--- src/assert_macros.svh ---
// Assertion macros shared by the monitor's RTL files.
// Depends on nothing; included inside the module bodies that assert.
`ifndef ASSERT_MACROS_SVH
`define ASSERT_MACROS_SVH

// A condition that must hold at every clock edge outside reset.
`define ASSERT_ALWAYS(lbl, clk, rst_n, cond, msg) \
    lbl: assert property (@(posedge clk) disable iff (!rst_n) (cond)) \
        else $error(msg);

// A condition that must hold in the cycle after the antecedent.
`define ASSERT_NEXT(lbl, clk, rst_n, ante, cons, msg) \
    lbl: assert property (@(posedge clk) disable iff (!rst_n) (ante) |=> (cons)) \
        else $error(msg);

`endif

--- src/cva_pkg.sv ---
// Types and constants of the cell voltage alarm controller.
// Used by cva_rx_parser and by the top level; depends on nothing.
package cva_pkg;

    // Field widths.
    localparam int MODE_W  = 2;
    localparam int BYTE_W  = 8;
    localparam int ADC_W   = 10;
    localparam int MV_W    = 13;
    localparam int LIMIT_W = 14;
    localparam int TICK_W  = 11;
    localparam int FIELD_CELLS = 4;

    // Item kinds.
    localparam logic [MODE_W-1:0] MODE_BYTE  = 2'd0;
    localparam logic [MODE_W-1:0] MODE_CELLS = 2'd1;
    localparam logic [MODE_W-1:0] MODE_TICK  = 2'd2;

    // Configuration register indexes.
    localparam int CFG_IDX_W = 2;
    localparam logic [CFG_IDX_W-1:0] CFG_REF_MV  = 2'd0;
    localparam logic [CFG_IDX_W-1:0] CFG_ON_TICK = 2'd1;
    localparam logic [CFG_IDX_W-1:0] CFG_PERIOD  = 2'd2;

    // Reset values.
    localparam logic [MV_W-1:0]    REF_MV_RESET  = 13'd4340;
    localparam logic [TICK_W-1:0]  ON_TICK_RESET = 11'd1000;
    localparam logic [TICK_W-1:0]  PERIOD_RESET  = 11'd2000;
    localparam logic [LIMIT_W-1:0] LIMIT_RESET   = 14'd3300;

    // Command characters.
    localparam logic [BYTE_W-1:0] CHAR_V     = 8'h76;
    localparam logic [BYTE_W-1:0] CHAR_COLON = 8'h3A;
    localparam logic [BYTE_W-1:0] CHAR_NL    = 8'h0A;
    localparam logic [BYTE_W-1:0] CHAR_0     = 8'h30;
    localparam logic [BYTE_W-1:0] CHAR_9     = 8'h39;

    typedef struct packed {
        logic [MODE_W-1:0] mode;
        logic [BYTE_W-1:0] rx_byte;
        logic [ADC_W-1:0]  cell_1_adc;
        logic [ADC_W-1:0]  cell_2_adc;
        logic [ADC_W-1:0]  cell_3_adc;
        logic [ADC_W-1:0]  cell_4_adc;
    } t_in_item;

    typedef struct packed {
        logic               limit_updated;
        logic [LIMIT_W-1:0] limit_mv;
        logic               voltage_low;
        logic               alarm_active;
        logic               tone_enable;
        logic               indicator_on;
        logic [MV_W-1:0]    cell_1_mv;
        logic [MV_W-1:0]    cell_2_mv;
        logic [MV_W-1:0]    cell_3_mv;
        logic [MV_W-1:0]    cell_4_mv;
    } t_out_item;

    // Parser status towards the top level.
    typedef struct packed {
        logic               done;
        logic [LIMIT_W-1:0] value;
    } t_parse_res;

endpackage

--- src/cva_rx_parser.sv ---
// Serial command parser for the limit command: v, colon, four digits, newline.
// Depends on cva_pkg and assert_macros.svh.
module cva_rx_parser (
    input  logic                       i_clk,
    input  logic                       i_rst_n,
    input  logic                       i_byte_valid,
    input  logic [cva_pkg::BYTE_W-1:0] i_byte,
    output cva_pkg::t_parse_res        o_res
);
    import cva_pkg::*;
    `include "assert_macros.svh"

    localparam int POS_W = 3;
    localparam logic [POS_W-1:0] POS_WAIT_V     = 3'd0;
    localparam logic [POS_W-1:0] POS_WAIT_COLON = 3'd1;
    localparam logic [POS_W-1:0] POS_DIGIT_1    = 3'd2;
    localparam logic [POS_W-1:0] POS_DIGIT_2    = 3'd3;
    localparam logic [POS_W-1:0] POS_DIGIT_3    = 3'd4;
    localparam logic [POS_W-1:0] POS_DIGIT_4    = 3'd5;
    localparam logic [POS_W-1:0] POS_WAIT_NL    = 3'd6;

    logic [POS_W-1:0]   r_pos, n_pos;
    logic [LIMIT_W-1:0] r_acc, n_acc;
    logic               is_digit;
    logic [3:0]         digit;
    logic [LIMIT_W+3:0] acc_x10;
    logic               done;

    // Decode the byte and form the accumulator times ten plus the digit.
    always_comb begin
        is_digit = i_byte inside {[CHAR_0:CHAR_9]};
        digit    = 4'(i_byte - CHAR_0);
        acc_x10  = {r_acc, 3'b000} + {2'b00, r_acc, 1'b0} + (LIMIT_W+4)'(digit);
    end

    // Next position; any unexpected byte returns the parser to the start.
    always_comb begin
        n_pos = POS_WAIT_V;
        n_acc = r_acc;
        done  = 1'b0;
        case (r_pos)
            POS_WAIT_V: begin
                if (i_byte == CHAR_V) n_pos = POS_WAIT_COLON;
            end
            POS_WAIT_COLON: begin
                if (i_byte == CHAR_COLON) n_pos = POS_DIGIT_1;
            end
            POS_DIGIT_1: begin
                if (is_digit) begin
                    n_pos = POS_DIGIT_2;
                    n_acc = LIMIT_W'(digit);
                end
            end
            POS_DIGIT_2, POS_DIGIT_3, POS_DIGIT_4: begin
                if (is_digit) begin
                    n_pos = r_pos + 3'd1;
                    n_acc = acc_x10[LIMIT_W-1:0];
                end
            end
            POS_WAIT_NL: begin
                if (i_byte == CHAR_NL) done = 1'b1;
            end
            default: begin
                n_pos = POS_WAIT_V;
            end
        endcase
    end

    always_ff @(posedge i_clk) begin
        if (!i_rst_n) begin
            r_pos <= POS_WAIT_V;
            r_acc <= '0;
        end else if (i_byte_valid) begin
            r_pos <= n_pos;
            r_acc <= n_acc;
        end
    end

    assign o_res.done  = done;
    assign o_res.value = r_acc;

    `ASSERT_ALWAYS(a_pos_in_range, i_clk, i_rst_n, r_pos <= POS_WAIT_NL,
        "parser position left the command range")

endmodule

--- src/cell_voltage_alarm_controller.sv ---
// Cell voltage alarm controller: an accepted input transaction passes through the input register,
// then its result is held in the result register.
// Throughput is one transaction per cycle; the input register keeps taking a
// transaction while a result waits, and stalls only when both are full.
// Synchronous active-low reset clears control state, the limit (3300 mV) and
// the configuration registers to their documented values.
// Depends on cva_pkg, cva_rx_parser and assert_macros.svh.
module cell_voltage_alarm_controller #(
    parameter int ADC_BITS   = 10,
    parameter int CELL_COUNT = 4
) (
    input  logic                          i_clk,
    input  logic                          i_rst_n,
    input  logic                          i_in_valid,
    output logic                          o_in_ready,
    input  cva_pkg::t_in_item             i_in_item,
    output logic                          o_out_valid,
    input  logic                          i_out_ready,
    output cva_pkg::t_out_item            o_out_item,
    input  logic                          i_cfg_we,
    input  logic [cva_pkg::CFG_IDX_W-1:0] i_cfg_index,
    input  logic [cva_pkg::MV_W-1:0]      i_cfg_data
);
    import cva_pkg::*;
    `include "assert_macros.svh"

    localparam int PROD_W    = ADC_W + MV_W;
    localparam int MASK_BITS = (ADC_BITS < ADC_W) ? ADC_BITS : ADC_W;
    localparam logic [ADC_W-1:0] CODE_MASK = ADC_W'((64'd1 << MASK_BITS) - 64'd1);
    localparam logic [PROD_W-1:0] MV_MAX = PROD_W'((64'd1 << MV_W) - 64'd1);

    // Configuration registers.
    logic [MV_W-1:0]   r_ref_mv;
    logic [TICK_W-1:0] r_on_tick;
    logic [TICK_W-1:0] r_period;

    // Handshake and pipeline registers.
    logic      r_in_valid;
    t_in_item  r_in;
    logic      r_out_valid;
    t_out_item r_out;
    logic      advance;

    // Block state.
    logic [LIMIT_W-1:0] r_limit, n_limit;
    logic [TICK_W-1:0]  r_count, n_count;
    logic               r_alarm_en, n_alarm_en;
    logic               r_tone_on, n_tone_on;
    logic               r_ind_high, n_ind_high;
    logic               r_low_flag, n_low_flag;
    logic [MV_W-1:0]    r_cells_mv [FIELD_CELLS];
    logic [MV_W-1:0]    n_cells_mv [FIELD_CELLS];

    logic [ADC_W-1:0] adc [FIELD_CELLS];
    logic [MV_W-1:0]  lane_mv [FIELD_CELLS];
    logic [FIELD_CELLS-1:0] lane_low;
    logic             is_byte, is_cells, is_tick;
    t_parse_res       parse;

    // Configuration writes; an index past the list is ignored.
    always_ff @(posedge i_clk) begin
        if (!i_rst_n) begin
            r_ref_mv  <= REF_MV_RESET;
            r_on_tick <= ON_TICK_RESET;
            r_period  <= PERIOD_RESET;
        end else if (i_cfg_we) begin
            case (i_cfg_index)
                CFG_REF_MV:  r_ref_mv  <= i_cfg_data;
                CFG_ON_TICK: r_on_tick <= i_cfg_data[TICK_W-1:0];
                CFG_PERIOD:  r_period  <= i_cfg_data[TICK_W-1:0];
                default:     ;
            endcase
        end
    end

    // The input register moves on whenever the result register is free or drains.
    assign advance    = r_in_valid && (!r_out_valid || i_out_ready);
    assign o_in_ready = !r_in_valid || advance;

    always_ff @(posedge i_clk) begin
        if (!i_rst_n) begin
            r_in_valid <= 1'b0;
        end else if (o_in_ready) begin
            r_in_valid <= i_in_valid;
        end
    end

    always_ff @(posedge i_clk) begin
        if (o_in_ready && i_in_valid) begin
            r_in <= i_in_item;
        end
    end

    assign is_byte  = advance && (r_in.mode == MODE_BYTE);
    assign is_cells = advance && (r_in.mode == MODE_CELLS);
    assign is_tick  = advance && (r_in.mode == MODE_TICK);

    cva_rx_parser u_rx_parser (
        .i_clk        (i_clk),
        .i_rst_n      (i_rst_n),
        .i_byte_valid (is_byte),
        .i_byte       (r_in.rx_byte),
        .o_res        (parse)
    );

    // Gather the ADC codes so that each lane sees its own.
    always_comb begin
        adc[0] = r_in.cell_1_adc;
        adc[1] = r_in.cell_2_adc;
        adc[2] = r_in.cell_3_adc;
        adc[3] = r_in.cell_4_adc;
    end

    // One scaling lane per cell: code times reference, shifted by the ADC width.
    for (genvar i = 0; i < FIELD_CELLS; i++) begin : g_lane
        if (i < CELL_COUNT) begin : g_active
            logic [PROD_W-1:0] prod;
            logic [PROD_W-1:0] shifted;
            always_comb begin
                prod        = PROD_W'(adc[i] & CODE_MASK) * PROD_W'(r_ref_mv);
                shifted     = prod >> ADC_BITS;
                lane_mv[i]  = (shifted > MV_MAX) ? MV_MAX[MV_W-1:0] : shifted[MV_W-1:0];
                lane_low[i] = LIMIT_W'(lane_mv[i]) < r_limit;
            end
        end else begin : g_unused
            assign lane_mv[i]  = '0;
            assign lane_low[i] = 1'b0;
        end
    end

    // Next state for the item leaving the input register.
    always_comb begin
        n_limit    = r_limit;
        n_count    = r_count;
        n_alarm_en = r_alarm_en;
        n_tone_on  = r_tone_on;
        n_ind_high = r_ind_high;
        n_low_flag = r_low_flag;
        n_cells_mv = r_cells_mv;

        if (is_byte && parse.done) begin
            n_limit = parse.value;
        end

        if (is_cells) begin
            n_cells_mv = lane_mv;
            n_low_flag = |lane_low;
            if (|lane_low) begin
                n_alarm_en = 1'b1;
            end else if (r_alarm_en) begin
                n_alarm_en = 1'b0;
                n_tone_on  = 1'b0;
                n_ind_high = 1'b0;
            end
        end

        // Tone cadence: the count-zero test wins over the on-point.
        if (is_tick && r_alarm_en) begin
            if (r_count < r_period) begin
                if (r_count == '0) begin
                    n_tone_on  = 1'b0;
                    n_ind_high = 1'b0;
                end else if (r_count == r_on_tick) begin
                    n_tone_on  = 1'b1;
                    n_ind_high = 1'b1;
                end
                n_count = r_count + 1'b1;
            end else begin
                n_count = '0;
            end
        end
    end

    always_ff @(posedge i_clk) begin
        if (!i_rst_n) begin
            r_limit    <= LIMIT_RESET;
            r_count    <= '0;
            r_alarm_en <= 1'b0;
            r_tone_on  <= 1'b0;
            r_ind_high <= 1'b0;
            r_low_flag <= 1'b0;
            r_cells_mv <= '{default: '0};
        end else begin
            r_limit    <= n_limit;
            r_count    <= n_count;
            r_alarm_en <= n_alarm_en;
            r_tone_on  <= n_tone_on;
            r_ind_high <= n_ind_high;
            r_low_flag <= n_low_flag;
            r_cells_mv <= n_cells_mv;
        end
    end

    // Result register.
    always_ff @(posedge i_clk) begin
        if (!i_rst_n) begin
            r_out_valid <= 1'b0;
        end else if (advance) begin
            r_out_valid <= 1'b1;
        end else if (i_out_ready) begin
            r_out_valid <= 1'b0;
        end
    end

    always_ff @(posedge i_clk) begin
        if (advance) begin
            r_out.limit_updated <= is_byte && parse.done;
            r_out.limit_mv      <= n_limit;
            r_out.voltage_low   <= n_low_flag;
            r_out.alarm_active  <= n_alarm_en;
            r_out.tone_enable   <= n_tone_on;
            r_out.indicator_on  <= n_ind_high;
            r_out.cell_1_mv     <= n_cells_mv[0];
            r_out.cell_2_mv     <= n_cells_mv[1];
            r_out.cell_3_mv     <= n_cells_mv[2];
            r_out.cell_4_mv     <= n_cells_mv[3];
        end
    end

    assign o_out_valid = r_out_valid;
    assign o_out_item  = r_out;

    `ASSERT_ALWAYS(a_tone_matches_ind, i_clk, i_rst_n, r_tone_on == r_ind_high,
        "tone and indicator disagree")
    `ASSERT_ALWAYS(a_alarm_follows_low, i_clk, i_rst_n, r_alarm_en == r_low_flag,
        "alarm enable differs from the last low-voltage result")
    `ASSERT_NEXT(a_in_held, i_clk, i_rst_n, r_in_valid && !advance,
        r_in_valid && $stable(r_in), "stalled input register lost its transaction")

endmodule
--- config.mk ---
export PLATFORM = sky130hd
export DESIGN_NAME = cell_voltage_alarm_controller
export DESIGN_NICKNAME = d
export VERILOG_FILES = /design/src/cva_pkg.sv /design/src/cva_rx_parser.sv /design/src/cell_voltage_alarm_controller.sv
export VERILOG_INCLUDE_DIRS = /design/src /design/src/src
export SDC_FILE = /design/constraint.sdc
export NUM_CORES = 2
export LEC_CHECK = 0
export BUFFER_PORTS_ARGS = -buffer_cell sky130_fd_sc_hd__buf_2
export CAP_MARGIN = 10
export CELL_PAD_IN_SITES_DETAIL_PLACEMENT = 1
export CELL_PAD_IN_SITES_GLOBAL_PLACEMENT = 2
export CORE_ASPECT_RATIO = 0.75
export CORE_MARGIN = 3
export CORE_UTILIZATION = 41
export CTS_CLUSTER_SIZE = 8
export DETAILED_ROUTE_END_ITERATION = 10
export PLACE_DENSITY_LB_ADDON = 0.1
export SETUP_SLACK_MARGIN = 0.4
export SYNTH_ARGS = -nofsm -noshare
export SYNTH_HDL_FRONTEND = slang
export SYNTH_SLANG_ARGS = --single-unit
--- constraint.sdc ---
create_clock -name i_clk -period 7.8 [get_ports i_clk]
set_input_delay 1.17 -clock i_clk [delete_from_list [all_inputs] [get_ports i_clk]]
set_output_delay 1.17 -clock i_clk [all_outputs]
set_load 0.01 [all_outputs]
* Word level (Yosys, flattened, before mapping)
Cells that the tools add are included.
Cells by class: $add $sub $neg 5, multipliers 4, order comparisons 11, eq/ne operators 16, multiplexer cells 36, reductions and logical operators 24
Operators by type and width (number):
- $mul 10x13->23 | 4
- $lt 13x14->1 | 4
- $gt 13x13->1 const B | 4
- $mux 13 | 4
- $mux 52 | 1
- $mux 14 | 3
- $pmux 14 s2 | 1
- $mux 1 | 22
- $add 14x14->14 | 1
- $add 14x4->14 | 1
- $pmux 3 s4 | 1
- $add 11x1->11 const B | 1
- $eq 11x11->1 | 1
- $logic_not 11->1 | 1
- $lt 11x11->1 | 1
- $mux 11 | 1
- $eq 3x3->1 const B | 3
- $eq 8x4->1 const B | 1
- $eq 8x6->1 const B | 1
- $eq 8x7->1 const B | 1
- $ge 8x6->1 const B | 1
- $le 8x6->1 const B | 1
- $logic_and 1x1->1 | 8
- $eq 3x2->1 const B | 2
- 17 further kinds | 27
Word-level totals: register bits after elaboration 256, input port bits 70, output and inout port bits 73

* Logic depth before layout (Yosys ltp)
depth in word-level cells 11, gate-level depth with buffers 30, mapped depth without buffers 29

* Cells and area by module
A second synthesis with hierarchy kept.
Second synthesis, totals: cell total of the unflattened synthesis 2816, area, all modules 27072.2 µm²
By module, submodules not included:
- cell_voltage_alarm_controller | times used 1, cells each 2644, area each 25535.7 µm², seq. area each 5995.8 µm²
- cva_rx_parser | times used 1, cells each 172, area each 1536.5 µm², seq. area each 340.3 µm²

* Least setup slack after synthesis
Ideal clock, no wire load.
path kind reg-to-reg, from reg r_ref_mv[1], to reg r_out, in the netlist o_out_item[53] (data pin), library setup time 0.157 ns, arrival time 7.035 ns, data required time 7.643 ns, setup slack 0.608 ns, stages on the path, launching flop included 29, buffers on the path 2, period minus slack after synthesis 7.192 ns, cell sequence dfxtp_1 clkbuf_1 clkbuf_1 nand2_1 fa_1 fa_1 inv_1 fa_1 fa_1 inv_1 fa_1 inv_1 ha_1 o21ai_0 o21ai_0 o221ai_2 o21ai_2 a221o_1 a21oi_2 xnor2_1 ha_1 a21oi_1 o221ai_1 a31oi_1 or4b_1 o2bb2ai_1 nor4b_4 and3b_1 nor3_1
On the way: longest elaborated chain between the ends 11, elaborated cells on any way between the ends 23, classes of those cells 4 x mul; 8 x order compare; 10 x mux; 1 x reduce/logical
Ends and longest elaborated chain:
- from (decl) | line cell_voltage_alarm_controller.sv:33 | logic [MV_W-1:0] r_ref_mv;
- from (signal assigned) | line cell_voltage_alarm_controller.sv:68 | CFG_REF_MV: r_ref_mv <= i_cfg_data;
- $mul 10x13->23 | line cell_voltage_alarm_controller.sv:120 | prod = PROD_W'(adc[i] & CODE_MASK) * PROD_W'(r_ref_mv);
- $gt 13x13->1 | line cell_voltage_alarm_controller.sv:122 | lane_mv[i] = (shifted > MV_MAX) ? MV_MAX[MV_W-1:0] : shifted[MV_W-1:0];
- $mux 13 | line cell_voltage_alarm_controller.sv:122
- $lt 13x14->1 | line cell_voltage_alarm_controller.sv:123 | lane_low[i] = LIMIT_W'(lane_mv[i]) < r_limit;
- $reduce_or 4->1 (*) | line cell_voltage_alarm_controller.sv:148 | if (|lane_low) begin
- $mux 1 (*) | line cell_voltage_alarm_controller.sv:148
- $mux 1 (*) | line cell_voltage_alarm_controller.sv:145 | if (is_cells) begin
- $mux 1 | line cell_voltage_alarm_controller.sv:163 | end else if (r_count == r_on_tick) begin
- $mux 1 | line cell_voltage_alarm_controller.sv:160 | if (r_count == '0) begin
- $mux 1 | line cell_voltage_alarm_controller.sv:159 | if (r_count < r_period) begin
- $mux 1 (*) | line cell_voltage_alarm_controller.sv:158 | if (is_tick && r_alarm_en) begin
- named net n_tone_on | line cell_voltage_alarm_controller.sv:48 | logic r_tone_on, n_tone_on;
- to (decl) | line cell_voltage_alarm_controller.sv:41 | t_out_item r_out;
The timed path passes the listed nets; every way through them passes the cells marked *. A chain may end at the register's enable or synchronous reset.

* Worst setup path after layout
from reg r_ref_mv[1], to reg r_out, in the netlist o_out_item[52] (data pin)
On the way: longest elaborated chain between the ends 11, elaborated cells on any way between the ends 23, classes of those cells 4 x mul; 8 x order compare; 10 x mux; 1 x reduce/logical
Ends and longest elaborated chain:
- $mul 10x13->23 | line cell_voltage_alarm_controller.sv:120
- $gt 13x13->1 | line cell_voltage_alarm_controller.sv:122
- $mux 13 | line cell_voltage_alarm_controller.sv:122
- $lt 13x14->1 | line cell_voltage_alarm_controller.sv:123
- $reduce_or 4->1 (*) | line cell_voltage_alarm_controller.sv:148
- $mux 1 (*) | line cell_voltage_alarm_controller.sv:148
- $mux 1 (*) | line cell_voltage_alarm_controller.sv:145
- $mux 1 | line cell_voltage_alarm_controller.sv:163
- $mux 1 | line cell_voltage_alarm_controller.sv:160
- $mux 1 | line cell_voltage_alarm_controller.sv:159
- $mux 1 (*) | line cell_voltage_alarm_controller.sv:158
- named net n_ind_high | line cell_voltage_alarm_controller.sv:49 | logic r_ind_high, n_ind_high;
Marked as above.

==> flow_summary.ini <==
[timing]
tns_ps = 0
slew_viol_final = 0
max_freq_mhz = 134
setup_viol = 0
hold_viol_final = 0
grt_setup_unrepaired = true
tightest_slew_ps = 1020
max_slew_margin = 0.320
fin_skew_ps = 37.7
min_period_over_period = 0.957
holdWs_ps = 458
period_needed_ps = 7470

[logic_synthesis]
netlist_area_um2 = 27100
synth.distinct_cells = 80
synth_edf_count = 121
ys_async_sr_fraction = 0
synth_seq_cells = 256
syn_inst = 2846
ys.flop_type = dfxtp_1
syn_area_per_cell_um2 = 9.52
syn_nets = 3568
yosysSeqAreaShare = 0.234
yosys_warnings = 0

[power]
switching_share = 0.477
ir_drop_uv = 235
pwr-share-comb = 0.682
switching_power_mw = 4.77
pwr-share-seq = 0.158
p_int_mw = 5.23
p_per_area_nw_per_um2 = 319
clkPwrFrac = 0.160
p_leak_nw = 15.1

[worst_setup_path]
crit_path_end_kind = flip-flop
crit_type = flip-flop to flip-flop
cp.arrival_ps = 7750
r2r_setup_slack_ps = 330
worst_path_max_delay_cell = fa_1
critPathLaunchType = flip-flop
critPathBufInv = 5
crit_fanout = 11
reg2reg_from = r_ref_mv[1]
worst-r2r-cell-count = 29
worstReg2RegEnd = o_out_item[52]
cp_slowest_stage_delay_ps = 550
cp.required_ps = 8080
cp_top_family = adder cells
cp_common_cell = fa_1

[routing]
routed-via-count = 20800
drc = 0
final_antenna_net_count = 0
first_iter_violations = 964
viasPerCell = 5.29
dr.pass1.iters = 5
wl_per_cell_um = 21.3
drt-total-wl_um = 84000

[min_path]
hold_path_depth = 2
hold_path_startpoint = r_period[0]
hold_class = flip-flop to flip-flop
whs_endpoint = r_period[0]

[cts]
holdBufCountCts = 0
clkSlewWorstSetupHoldPaths_ps = 50
cts_buffer_depth = 3
cts_max_level = 2
clkSinkCount = 256
clock_latency_ps = 570
cts_root_buffer = clkbuf_16
numCtsBuffers = 39
cts_tree = done

[run_status]
outcome = completed

[cells_and_area]
syn_to_final_growth_pct = 15.7
final_nets = 3766
nFillCells = 7211
drive_gt1_frac = 0.151

[die]
die_width_um = 303
core_um2 = 64500
initial_core_util = 0.420
num_rows = 80
die_y_um = 229
pin_count = 143
die_area_um2 = 69300

[global_routing]
gr-total-overflow = 0
grt_start_max_net_pins = 73
first_global_vias = 23400
antenna_found_initial = 3
grtUsageTotal = 0.246
grt_pass1_wl_um = 132000

[run]
maxCapViolCount = 0

[place]
gp_congestion = 0.840
dp_hpwl_um = 64600
io_buffer_count = 142
-- registers in the layout, summed over array words and instances, names as in the netlist, 3 cells and up --
signal / count
adc: 40
o_out_item: 71
r_cells_mv: 52
r_count: 11
r_in: 10
r_limit: 14
r_on_tick: 11
r_period: 11
r_ref_mv: 13
u_rx_parser.r_acc: 14
u_rx_parser.r_pos: 3
-- cells in the mapped netlist (13+ instances only) --
cell type	number	area share
o211ai_1	17	0.0047
ha_1	310	0.14
nand3_1	42	0.0078
dfxtp_1	135	0.10
xor2_1	36	0.012
o21ai_0	55	0.010
a31oi_1	13	0.0030
nor3_1	28	0.0052
or3_1	16	0.0037
nor2_1	89	0.012
mux2_2	29	0.012
fa_1	342	0.25
edfxtp_1	121	0.13
xnor2_1	50	0.016
a21oi_1	96	0.018
nand4_1	23	0.0053
clkbuf_1	121	0.017
inv_1	393	0.054
nand2_1	416	0.058
and2_1	303	0.070
a21o_1	25	0.0069
-- routing by layer --
metal	routed length, um	GRT usage	vias up
li1	-	-	9621
met1	38400	0.334	10700
met2	40000	0.410	348
met3	3240	0.0306	115
met4	2410	0.0729	0
met5	0	0	-
-- power groups by stage --
| stage | Combinational [mW] | Sequential, mW | Clock [mW] |
|---|---|---|---|
| after floorplan | 4.21 | 1.60 | 0 |
| after global placement | 6.01 | 1.62 | 0 |
| after detailed placement | 6.23 | 1.62 | 0 |
| after CTS | 6.59 | 1.59 | 1.65 |
| after global routing | 7.64 | 1.59 | 1.72 |
| final | 6.82 | 1.58 | 1.60 |
-- timing repair --
action / in CTS / in global routing
endpoints found under the setup margin: 8 / 8
gates resized for setup: 67 / 34
pin swaps: 46 / 33
hold endpoints to repair: 0 / 0
setup buffers: 46 / 15
gates cloned: 2 / 1
-- metrics by stage --
stage | power, mW | instances | util | setup slack (ps) | area, um^2
finish | 10.0 | 3935 | 0.486 | 333 | 31400
detailed placement | 7.85 | 3800 | 0.453 | 4.58 | 29200
CTS | 9.83 | 3918 | 0.482 | 398 | 31000
global placement | 7.63 | 3800 | 0.453 | 201 | 29200
global route | 10.9 | 3934 | 0.486 | 115 | 31400
floorplan | 5.80 | 2846 | - | 608 | 27100
-- cells by family after synthesis --
kind of cell | synth area share
buffers and inverters | 0.0731
multiplexers | 0.0132
AO/OA/AOI/OAI | 0.0735
flip-flops | 0.234
AND/OR/NAND/NOR | 0.183
XOR/XNOR | 0.0278
adder cells (fa/ha/maj) | 0.396
-- cell usage in the layout (no fill, tap or decap), types with 16 or more instances in the layout --
cell | synthesis | layout
nand2_1 | 416 | 413
inv_1 | 393 | 385
fa_1 | 342 | 341
ha_1 | 310 | 306
and2_1 | 303 | 300
buf_2 | 5 | 142
dfxtp_1 | 135 | 126
edfxtp_1 | 121 | 121
buf_4 | 1 | 113
a21oi_1 | 96 | 87
nor2_1 | 89 | 86
o21ai_0 | 55 | 52
xnor2_1 | 50 | 48
nand3_1 | 42 | 41
clkbuf_16 | 0 | 41
xor2_1 | 36 | 35
mux2_2 | 29 | 29
a21o_1 | 25 | 25
clkbuf_1 | 121 | 25
nand4_1 | 23 | 23
nor3_1 | 28 | 22
buf_12 | 0 | 20
o211ai_1 | 17 | 17
or3_1 | 16 | 16
-- layout make-up --
cell class	instances	area, um^2	share of cell area
well taps	861	1080	0.0344
clock inverters	5	42.5	0.00136
diodes	1	2.50	0.0000798
multi-input cells	2065	19100	0.610
repair buffers	288	2180	0.0696
inverters	394	1480	0.0472
clock buffers	65	1090	0.0349
flip-flops and latches	256	6360	0.203
-- worst max path at each step --
stage | start | endpoint | cells past startpoint
floorplan | r_ref_mv[1] | o_out_item[53] | 28
global placement | r_ref_mv[2] | o_out_item[53] | 26
detailed placement | r_ref_mv[2] | o_out_item[52] | 26
CTS | r_ref_mv[5] | o_out_item[52] | 33
global route | r_ref_mv[6] | o_out_item[52] | 35
finish | r_ref_mv[1] | o_out_item[52] | 29
-- tightest hold or removal path: stages, from the launching register on --
cell and delay (ps):
dfxtp_1 310, nand2_1 50, a21oi_1 50
No activity file was read; power rests on OpenSTA's default activity.
